**src/rtl/core/assert_macros.svh**
```systemverilog
// Assertion macros shared by the window controller RTL.
// Depends on nothing; included by the modules that carry assertions.
`ifndef ASSERT_MACROS_SVH
`define ASSERT_MACROS_SVH

// Check a property on every rising clock edge outside reset.
`define TWC_ASSERT(lbl, clk, rst_n, prop) \
  lbl: assert property (@(posedge clk) disable iff (!rst_n) (prop)) \
    else $error("window controller check failed");

// Check a property on every rising clock edge, reset included.
`define TWC_ASSERT_ALWAYS(lbl, clk, prop) \
  lbl: assert property (@(posedge clk) (prop)) \
    else $error("window controller check failed");

`endif

```
**src/rtl/core/twc_pkg.sv**
```systemverilog
// Shared types and constants of the window controller.
// Depends on nothing; imported by every module of the block.
package twc_pkg;

  localparam int unsigned SEQ_W    = 32;  // sequence field width
  localparam int unsigned WIN_W    = 7;   // window and threshold width
  localparam int unsigned Q_DEPTH  = 4;   // front to back queue depth
  localparam int unsigned Q_AW     = 2;   // queue pointer width
  localparam int unsigned Q_CW     = 3;   // queue fill count width

  localparam logic [WIN_W-1:0] WINDOW_RESET = WIN_W'(1);
  localparam logic [WIN_W-1:0] THRESH_RESET = WIN_W'(8);

  typedef enum logic {
    OP_SEND = 1'b0,
    OP_ACK  = 1'b1
  } op_e;

  typedef enum logic [1:0] {
    KIND_DATA   = 2'd0,
    KIND_RETX   = 2'd1,
    KIND_STATUS = 2'd2
  } kind_e;

  // One classified request: a burst of count results starting at seq.
  typedef struct packed {
    kind_e             kind;
    logic [SEQ_W-1:0]  seq;
    logic              mark;
    logic [WIN_W-1:0]  count;
    logic [WIN_W-1:0]  window;
    logic [WIN_W-1:0]  threshold;
    logic              avoidance;
    logic              round_done;
    logic              ignored;
  } job_t;

endpackage

```
**src/rtl/core/twc_front.sv**
```systemverilog
// Front end: accepts requests, keeps the congestion state, classifies each request.
// Depends on twc_pkg and assert_macros.svh; feeds twc_queue.
`include "assert_macros.svh"

module twc_front #(
  parameter int unsigned MAX_WINDOW = 64,
  parameter int unsigned SEQ_BITS   = 32
) (
  input  logic                        clk_i,
  input  logic                        rst_ni,
  input  logic                        in_valid_i,
  output logic                        in_stall_o,
  input  logic                        operation_i,
  input  logic [twc_pkg::SEQ_W-1:0]   ack_number_i,
  input  logic                        cfg_valid_i,
  output logic                        cfg_ready_o,
  input  logic                        cfg_data_i,
  input  logic                        full_i,
  output logic                        push_o,
  output twc_pkg::job_t               job_o
);
  import twc_pkg::*;

  localparam logic [WIN_W:0] MaxWin = (WIN_W+1)'(MAX_WINDOW);

  logic                inject_q;
  logic [WIN_W-1:0]    win_q, win_d;
  logic [WIN_W-1:0]    thr_q, thr_d;
  logic [SEQ_BITS-1:0] next_seq_q, next_seq_d;
  logic [SEQ_BITS-1:0] held_ack_q, held_ack_d;
  logic                prev_valid_q, prev_valid_d;
  logic [1:0]          dup_q, dup_d;
  logic [WIN_W-1:0]    acks_q, acks_d;
  logic                open_q, open_d;

  logic                accept;
  logic [SEQ_BITS-1:0] ack_m;
  logic [WIN_W-1:0]    acks_inc;
  logic [1:0]          dup_inc;
  logic                dup_hit;
  logic [WIN_W:0]      grow_w;

  assign accept      = in_valid_i && !full_i;
  assign in_stall_o  = full_i;
  assign push_o      = accept;
  assign cfg_ready_o = 1'b1;

  assign ack_m    = ack_number_i[SEQ_BITS-1:0];
  assign acks_inc = acks_q + WIN_W'(1);
  assign dup_inc  = dup_q + 2'd1;
  assign dup_hit  = prev_valid_q && (ack_m == held_ack_q);

  // Double below threshold, else add one; saturate at the window limit
  always_comb begin
    if (win_q < thr_q) begin
      grow_w = {win_q, 1'b0};
    end else begin
      grow_w = {1'b0, win_q} + (WIN_W+1)'(1);
    end
    if (grow_w > MaxWin) begin
      grow_w = MaxWin;
    end
  end

  // Classify the request and compute the next state
  always_comb begin
    win_d        = win_q;
    thr_d        = thr_q;
    next_seq_d   = next_seq_q;
    held_ack_d   = held_ack_q;
    prev_valid_d = prev_valid_q;
    dup_d        = dup_q;
    acks_d       = acks_q;
    open_d       = open_q;

    job_o            = '0;
    job_o.kind       = KIND_STATUS;
    job_o.count      = WIN_W'(1);
    job_o.seq        = SEQ_W'(next_seq_q);

    if (accept) begin
      case (op_e'(operation_i))
        OP_SEND: begin
          open_d       = 1'b1;
          acks_d       = '0;
          prev_valid_d = 1'b0;
          dup_d        = '0;
          job_o.kind   = KIND_DATA;
          job_o.count  = win_q;
          job_o.mark   = inject_q && (win_q > thr_q);
        end
        OP_ACK: begin
          if (!open_q) begin
            job_o.ignored = 1'b1;
          end else begin
            acks_d = acks_inc;
            if (dup_hit && (dup_inc >= 2'd2)) begin
              // third identical ack: retransmit and collapse the window
              thr_d            = win_q >> 1;
              win_d            = WINDOW_RESET;
              next_seq_d       = ack_m;
              open_d           = 1'b0;
              dup_d            = '0;
              job_o.kind       = KIND_RETX;
              job_o.seq        = SEQ_W'(ack_m);
              job_o.round_done = 1'b1;
            end else begin
              if (dup_hit) begin
                dup_d = dup_inc;
              end else begin
                held_ack_d   = ack_m;
                prev_valid_d = 1'b1;
                dup_d        = '0;
              end
              if (acks_inc >= win_q) begin
                // round complete: grow the window
                win_d            = grow_w[WIN_W-1:0];
                next_seq_d       = ack_m;
                open_d           = 1'b0;
                job_o.seq        = SEQ_W'(ack_m);
                job_o.round_done = 1'b1;
              end
            end
          end
        end
        default: begin
          job_o.ignored = 1'b0;
        end
      endcase
    end

    job_o.window    = win_d;
    job_o.threshold = thr_d;
    job_o.avoidance = (win_d >= thr_d);
  end

  // Hold the loss-injection register
  always_ff @(posedge clk_i or negedge rst_ni) begin
    if (!rst_ni) begin
      inject_q <= 1'b1;
    end else if (cfg_valid_i && cfg_ready_o) begin
      inject_q <= cfg_data_i;
    end
  end

  // Advance the congestion state
  always_ff @(posedge clk_i or negedge rst_ni) begin
    if (!rst_ni) begin
      win_q        <= WINDOW_RESET;
      thr_q        <= THRESH_RESET;
      next_seq_q   <= '0;
      held_ack_q   <= '0;
      prev_valid_q <= 1'b0;
      dup_q        <= '0;
      acks_q       <= '0;
      open_q       <= 1'b0;
    end else begin
      win_q        <= win_d;
      thr_q        <= thr_d;
      next_seq_q   <= next_seq_d;
      held_ack_q   <= held_ack_d;
      prev_valid_q <= prev_valid_d;
      dup_q        <= dup_d;
      acks_q       <= acks_d;
      open_q       <= open_d;
    end
  end

  `TWC_ASSERT(a_win_range, clk_i, rst_ni, (win_q >= WINDOW_RESET) && ({1'b0, win_q} <= MaxWin))
  `TWC_ASSERT(a_open_acks, clk_i, rst_ni, open_q |-> (acks_q < win_q))
  `TWC_ASSERT(a_retx_win, clk_i, rst_ni, push_o && job_o.kind == KIND_RETX |=> win_q == 1)

endmodule

```
**src/rtl/core/twc_queue.sv**
```systemverilog
// Short queue of classified requests between front and back end.
// Depends on twc_pkg.
module twc_queue (
  input  logic           clk_i,
  input  logic           rst_ni,
  input  logic           push_i,
  input  twc_pkg::job_t  job_i,
  output logic           full_o,
  input  logic           pop_i,
  output twc_pkg::job_t  job_o,
  output logic           empty_o
);
  import twc_pkg::*;

  job_t            mem_q [Q_DEPTH];
  logic [Q_AW-1:0] wr_ptr_q, rd_ptr_q;
  logic [Q_CW-1:0] cnt_q;

  assign full_o  = (cnt_q == Q_CW'(Q_DEPTH));
  assign empty_o = (cnt_q == '0);
  assign job_o   = mem_q[rd_ptr_q];

  // Store entries
  always_ff @(posedge clk_i) begin
    if (push_i) begin
      mem_q[wr_ptr_q] <= job_i;
    end
  end

  // Advance pointers and fill count
  always_ff @(posedge clk_i or negedge rst_ni) begin
    if (!rst_ni) begin
      wr_ptr_q <= '0;
      rd_ptr_q <= '0;
      cnt_q    <= '0;
    end else begin
      if (push_i) begin
        wr_ptr_q <= wr_ptr_q + Q_AW'(1);
      end
      if (pop_i) begin
        rd_ptr_q <= rd_ptr_q + Q_AW'(1);
      end
      case ({push_i, pop_i})
        2'b10:   cnt_q <= cnt_q + Q_CW'(1);
        2'b01:   cnt_q <= cnt_q - Q_CW'(1);
        default: cnt_q <= cnt_q;
      endcase
    end
  end

endmodule

```
**src/rtl/core/twc_back.sv**
```systemverilog
// Back end: expands queued requests into registered results, one per cycle unless stalled.
// Depends on twc_pkg and assert_macros.svh; drains twc_queue.
`include "assert_macros.svh"

module twc_back #(
  parameter int unsigned SEQ_BITS = 32
) (
  input  logic                       clk_i,
  input  logic                       rst_ni,
  input  logic                       empty_i,
  input  twc_pkg::job_t              job_i,
  output logic                       pop_o,
  output logic                       out_valid_o,
  input  logic                       out_stall_i,
  output logic [1:0]                 kind_o,
  output logic [twc_pkg::SEQ_W-1:0]  seq_number_o,
  output logic                       loss_mark_o,
  output logic                       last_o,
  output logic [twc_pkg::WIN_W-1:0]  window_o,
  output logic [twc_pkg::WIN_W-1:0]  threshold_o,
  output logic                       avoidance_o,
  output logic                       round_done_o,
  output logic                       ignored_o
);
  import twc_pkg::*;

  job_t                cur_q;
  logic                cur_valid_q;
  logic [WIN_W-1:0]    k_q;

  logic                out_valid_q;
  logic [1:0]          kind_q;
  logic [SEQ_W-1:0]    seq_q;
  logic                loss_q;
  logic                last_q;
  logic [WIN_W-1:0]    win_q;
  logic [WIN_W-1:0]    thr_q;
  logic                avoid_q;
  logic                done_q;
  logic                ign_q;

  logic                out_adv;
  logic                emit;
  logic                seg_last;
  logic [SEQ_BITS-1:0] seg_seq;

  assign out_adv  = !out_valid_q || !out_stall_i;
  assign emit     = cur_valid_q && out_adv;
  assign seg_last = ((k_q + WIN_W'(1)) == cur_q.count);
  assign seg_seq  = cur_q.seq[SEQ_BITS-1:0] + SEQ_BITS'(k_q);
  assign pop_o    = !empty_i && (!cur_valid_q || (emit && seg_last));

  // Load the next request or step through the current burst
  always_ff @(posedge clk_i or negedge rst_ni) begin
    if (!rst_ni) begin
      cur_valid_q <= 1'b0;
      k_q         <= '0;
    end else if (pop_o) begin
      cur_valid_q <= 1'b1;
      k_q         <= '0;
    end else if (emit) begin
      cur_valid_q <= !seg_last;
      k_q         <= k_q + WIN_W'(1);
    end
  end

  always_ff @(posedge clk_i) begin
    if (pop_o) begin
      cur_q <= job_i;
    end
  end

  // Hold the result until taken
  always_ff @(posedge clk_i or negedge rst_ni) begin
    if (!rst_ni) begin
      out_valid_q <= 1'b0;
    end else if (out_adv) begin
      out_valid_q <= cur_valid_q;
    end
  end

  always_ff @(posedge clk_i) begin
    if (emit) begin
      kind_q  <= cur_q.kind;
      seq_q   <= SEQ_W'(seg_seq);
      loss_q  <= cur_q.mark && (k_q == '0);
      last_q  <= seg_last;
      win_q   <= cur_q.window;
      thr_q   <= cur_q.threshold;
      avoid_q <= cur_q.avoidance;
      done_q  <= cur_q.round_done;
      ign_q   <= cur_q.ignored;
    end
  end

  assign out_valid_o  = out_valid_q;
  assign kind_o       = kind_q;
  assign seq_number_o = seq_q;
  assign loss_mark_o  = loss_q;
  assign last_o       = last_q;
  assign window_o     = win_q;
  assign threshold_o  = thr_q;
  assign avoidance_o  = avoid_q;
  assign round_done_o = done_q;
  assign ignored_o    = ign_q;

  `TWC_ASSERT(a_k_range, clk_i, rst_ni, cur_valid_q |-> (k_q < cur_q.count))
  `TWC_ASSERT(a_pop_avail, clk_i, rst_ni, pop_o |-> !empty_i)
  `TWC_ASSERT(a_burst_open, clk_i, rst_ni, (out_valid_q && !last_q) |-> cur_valid_q)

endmodule

```
**src/rtl/core/tahoe_window_controller.sv**
```systemverilog
// Tahoe congestion window controller, top level.
// Depends on twc_pkg, twc_front, twc_queue and twc_back.
//
// The block takes one request per cycle on the input channel while its
// four-entry queue has room. A send request yields as many data results as
// the current window (1 to MAX_WINDOW), an ack request yields one result;
// results leave one per cycle from the back end's output register while the
// output is not stalled. A request passes through the queue, the back end's
// current-request register and the output register; earlier requests still
// draining add their results ahead of it. All window, threshold and sequence
// state is updated in the front end at acceptance, so acks may follow a send
// immediately. The single configuration register (inject_loss, reset 1) is
// always ready; the user must write it only while the block idles, which the
// block itself does not enforce.
module tahoe_window_controller #(
  parameter int unsigned MAX_WINDOW = 64,
  parameter int unsigned SEQ_BITS   = 32
) (
  input  logic                       clk_i,
  input  logic                       rst_ni,
  input  logic                       in_valid_i,
  output logic                       in_stall_o,
  input  logic                       operation_i,
  input  logic [twc_pkg::SEQ_W-1:0]  ack_number_i,
  output logic                       out_valid_o,
  input  logic                       out_stall_i,
  output logic [1:0]                 kind_o,
  output logic [twc_pkg::SEQ_W-1:0]  seq_number_o,
  output logic                       loss_mark_o,
  output logic                       last_o,
  output logic [twc_pkg::WIN_W-1:0]  window_o,
  output logic [twc_pkg::WIN_W-1:0]  threshold_o,
  output logic                       avoidance_o,
  output logic                       round_done_o,
  output logic                       ignored_o,
  input  logic                       cfg_valid_i,
  output logic                       cfg_ready_o,
  input  logic                       cfg_data_i
);
  import twc_pkg::*;

  logic push;
  logic full;
  logic pop;
  logic empty;
  job_t job_in;
  job_t job_out;

  twc_front #(
    .MAX_WINDOW (MAX_WINDOW),
    .SEQ_BITS   (SEQ_BITS)
  ) u_front (
    .clk_i        (clk_i),
    .rst_ni       (rst_ni),
    .in_valid_i   (in_valid_i),
    .in_stall_o   (in_stall_o),
    .operation_i  (operation_i),
    .ack_number_i (ack_number_i),
    .cfg_valid_i  (cfg_valid_i),
    .cfg_ready_o  (cfg_ready_o),
    .cfg_data_i   (cfg_data_i),
    .full_i       (full),
    .push_o       (push),
    .job_o        (job_in)
  );

  twc_queue u_queue (
    .clk_i   (clk_i),
    .rst_ni  (rst_ni),
    .push_i  (push),
    .job_i   (job_in),
    .full_o  (full),
    .pop_i   (pop),
    .job_o   (job_out),
    .empty_o (empty)
  );

  twc_back #(
    .SEQ_BITS (SEQ_BITS)
  ) u_back (
    .clk_i        (clk_i),
    .rst_ni       (rst_ni),
    .empty_i      (empty),
    .job_i        (job_out),
    .pop_o        (pop),
    .out_valid_o  (out_valid_o),
    .out_stall_i  (out_stall_i),
    .kind_o       (kind_o),
    .seq_number_o (seq_number_o),
    .loss_mark_o  (loss_mark_o),
    .last_o       (last_o),
    .window_o     (window_o),
    .threshold_o  (threshold_o),
    .avoidance_o  (avoidance_o),
    .round_done_o (round_done_o),
    .ignored_o    (ignored_o)
  );

endmodule
```
**config.mk**
```make
export PLATFORM = sky130hd
export DESIGN_NAME = tahoe_window_controller
export DESIGN_NICKNAME = d
export VERILOG_FILES = /design/src/rtl/core/twc_pkg.sv /design/src/rtl/core/twc_front.sv /design/src/rtl/core/twc_queue.sv /design/src/rtl/core/twc_back.sv /design/src/rtl/core/tahoe_window_controller.sv
export VERILOG_INCLUDE_DIRS = /design/src /design/src/rtl/core
export SDC_FILE = /design/constraint.sdc
export NUM_CORES = 1
export LEC_CHECK = 0
export BUFFER_PORTS_ARGS = -buffer_cell sky130_fd_sc_hd__buf_4
export CAP_MARGIN = 5
export CORE_MARGIN = 4
export CORE_UTILIZATION = 27
export DETAILED_ROUTE_END_ITERATION = 7
export PLACE_DENSITY_LB_ADDON = 0.3
export RECOVER_POWER = 100
export SYNTH_ARGS = -nofsm -noshare
export SYNTH_HDL_FRONTEND = slang
export SYNTH_SLANG_ARGS = --single-unit
```
**constraint.sdc**
```tcl
create_clock -name clk_i -period 18.2 [get_ports clk_i]
set_input_delay 0 -clock clk_i [delete_from_list [all_inputs] [get_ports clk_i]]
set_output_delay 0 -clock clk_i [all_outputs]
set_load 0.005 [all_outputs]
```
==> impl_metrics.toml <==
[status]
status = "complete, but fails checks"
violations = "capacitance limit, slew limit"

[critical_path]
required_ns = 17.89
worstReg2RegStart = "u_front.acks_q[0]"
worstReg2RegEnd = "u_queue.mem_q[1][30]"
worstPathArrival_ns = 5.55
cp-start-kind = "primary input"
critPathMaxFanout = 70
reg2reg_depth = 10
r2r_slack_ns = 12.40
endpoint_kind = "async pin"
crit_type = "primary input to async pin"

[synthesis]
synth_cell_type_count = 56
ys_ff_latch = 454
synth-edff-count = 348
async_flop_share_pct = 23.35
syn_inst = 1087
syn-cell-area_sq_um = 18660
synth_top_area_share_pct = 56.02
syn_area_per_cell_sq_um = 17.16
ys_warn_count = 0
synth_top_area_cell = "edfxtp_1"
ys.flop_type = "edfxtp_1"
synthTopCellsByArea = "edfxtp_1 56%, dfrtp_1 14%, mux4_2 7.1%, mux2_2 5.1%, xnor2_1 2.8%"
syn_nets = 1166
seq_area_frac_synth_pct = 70.25

[cts]
hold_buffers = 38
cts_root_buf = "clkbuf_16"
cts.path.max_buffers = 3
cts_num_sinks = 454
cts_resized = 0
cts_buffers = 44
tritoncts = "built"
htreeDepth = 2
clk_transition_reported_paths_ns = 0.06
post_cts_buffers = 0
clkLatencyLatePin_ns = 0.55

[routing]
avgRoutedWirePerCell_microns = 17.98
drt_first_pass_iters = 5
viasPerCell = 4.401
vias = 9686
antenna_left = 0
drt_wl_total_microns = 39580
drcViolationCount = 0
initialDrtViolationCount = 605

[placement]
numPortBuffers = 93
place_congestion = 0.7974
placed_area_sq_um = 20470
detailed_place_hpwl_microns = 25740

[final_layout]
postLayoutCellArea_sq_um = 22130
drive_gt1_share_pct = 21.21
final_cell_mix = "348 x edfxtp_1, 101 x dfrtp_1, 60 x xnor2_1, 59 x mux4_2, 57 x mux2_2"
final_common_cell = "edfxtp_1"
nets = 1315
syn_to_final_growth_pct = 18.62

[floorplanning]
pin_count = 95
dieArea_sq_um = 73360
rows = 96
core_area_sq_um = 68590
die_h_microns = 270.9
fp.dieW_microns = 270.9
start_util_pct = 27.20

[global_routing]
grt_pass1_wl_microns = 61140
grt_max_degree = 71
grtUsageTotal_pct = 10.71
grt_pass1_vias = 10010
antenna_found_initial = 6
overflow = 0

[sta]
grt_setup_unrepaired = "false"
finalSetupViolations = 0
slew_headroom_pct = -187.3
drv_slew = 569
hold_viol_final = 0
fin_crit_ns = 5.860
max_freq_ghz = 0.1707
fin_skew_ns = 0.01821
fin_crit_sh_pct = 32.20
tightest_slew_ns = 4.309
timing.setup.tns_ns = 0

[power_and_ir_drop]
ir_worst_vdd_mv = 0.05711
combPwrFrac_pct = 19.0
seq_power_share_pct = 49.9
p_sw_share_pct = 26.10
power_switching_w = 0.0007401
p_per_area_nw_per_um2 = 128.1
leakagePower_nw = 8.027
clkPwrFrac_pct = 31.1
power.internal_w = 0.002095

[run]
drv_cap = 11

[hold_path]
min_path_cells = 3
hold_path.class = "primary input to flip-flop"
hold_end = "u_front.inject_q"
min_from = "cfg_valid_i"
[through the flow]
stage | utilization [%] | hold slack [ns] | power (W) | cells | setup slack [ns]
finish | 32.26 | 0.2414 | 0.002835 | 2201 | 12.34
global route | 32.26 | 0.2265 | 0.002989 | 2199 | 11.24
CTS | 32.44 | 0.004429 | 0.002871 | 2199 | 13.85
detailed placement | 29.84 | 0.06306 | 0.001968 | 2083 | 13.87
global placement | 29.84 | 0.06348 | 0.001956 | 2083 | 13.98
floorplan | - | -0.2956 | 0.001765 | 1087 | 12.18
[layout make-up]
type	instances	area [sq um]
fillers	6630	46460
diodes	2	5.005
clock buffers	61	1247
well taps	931	1165
multi-input cells	553	5216
flip-flops and latches	454	13110
repair buffers	143	1079
clock inverters	17	152.6
inverters	40	150.1
[power groups by stage]
stage / clock (W) / sequential (W) / combinational [W]
2_1_floorplan: 0 / 0.00139 / 0.000374
3_3_place_gp: 0 / 0.00142 / 0.000536
3_5_place_dp: 0 / 0.00143 / 0.000541
4_1_cts: 0.000916 / 0.00141 / 0.000549
5_1_grt: 0.000959 / 0.00143 / 0.000595
6_report: 0.000882 / 0.00141 / 0.000540
[sequential cells by signal (all words and copies together), names as in the netlist, 2 cells and up]
| name | count |
|---|---|
| u_queue.rd_ptr_q | 2 |
| u_back.kind_o | 2 |
| u_back.k_q | 7 |
| u_front.dup_q | 2 |
| u_front.acks_q | 7 |
| u_back.threshold_o | 7 |
| u_back.seq_number_o | 32 |
| u_front.held_ack_q | 32 |
| u_front.win_q | 7 |
| u_queue.cnt_q | 3 |
| u_queue.wr_ptr_q | 2 |
| u_front.next_seq_q | 32 |
| u_front.thr_q | 7 |
| u_back.cur_q | 59 |
| u_queue.mem_q | 236 |
| u_back.window_o | 7 |
[worst max-delay path, stage by stage]
cell,delay [ns]
dlygate4sd3_1,0.53
clkbuf_1,1.86
clkbuf_1,3.05
[worst max path at each step]
stage,start,endpoint,depth (start not counted)
after floorplan,u_back.k_q[0],u_queue.cnt_q[2],14
after global placement,u_queue.cnt_q[0],u_queue.mem_q[0][2],14
after detailed placement,u_queue.cnt_q[0],u_queue.mem_q[2][2],14
after CTS,u_queue.cnt_q[0],u_queue.mem_q[2][2],14
after global routing,rst_ni,u_front.acks_q[4],3
final,rst_ni,u_front.next_seq_q[17],3
[cell usage after synthesis (12+ instances only)]
master	number
mux2_2	85
clkbuf_1	20
xor2_1	17
o21ai_0	23
dfrtp_1	103
ha_1	38
nor2_1	21
nand4_1	14
edfxtp_1	348
inv_1	39
mux4_2	59
a22o_1	13
and3_1	14
a21oi_1	22
xnor2_1	60
nor3_1	12
nand3_1	32
nand2_1	43
[metal layers]
metal  track usage (%)  wire length (microns)
met5                 0                     41
met2             17.72                  19100
met1             14.39                  17920
met3             1.871                   1540
met4             3.398                    975
[logic make-up (layout without fill, tap and decap cells)]
group	Yosys count	count (layout)	synth area share [%]
AOI/OAI and AO/OA	87	87	3.011
buffers and inverters	80	261	1.744
muxes	159	159	13.11
xor gates and xnor gates	78	78	3.736
and+or+nand+nor	188	188	5.359
other	1	3	0.02010
DFF	454	454	70.25
adders and majority gates	40	40	2.763
Power figures use the tool's default switching activity.
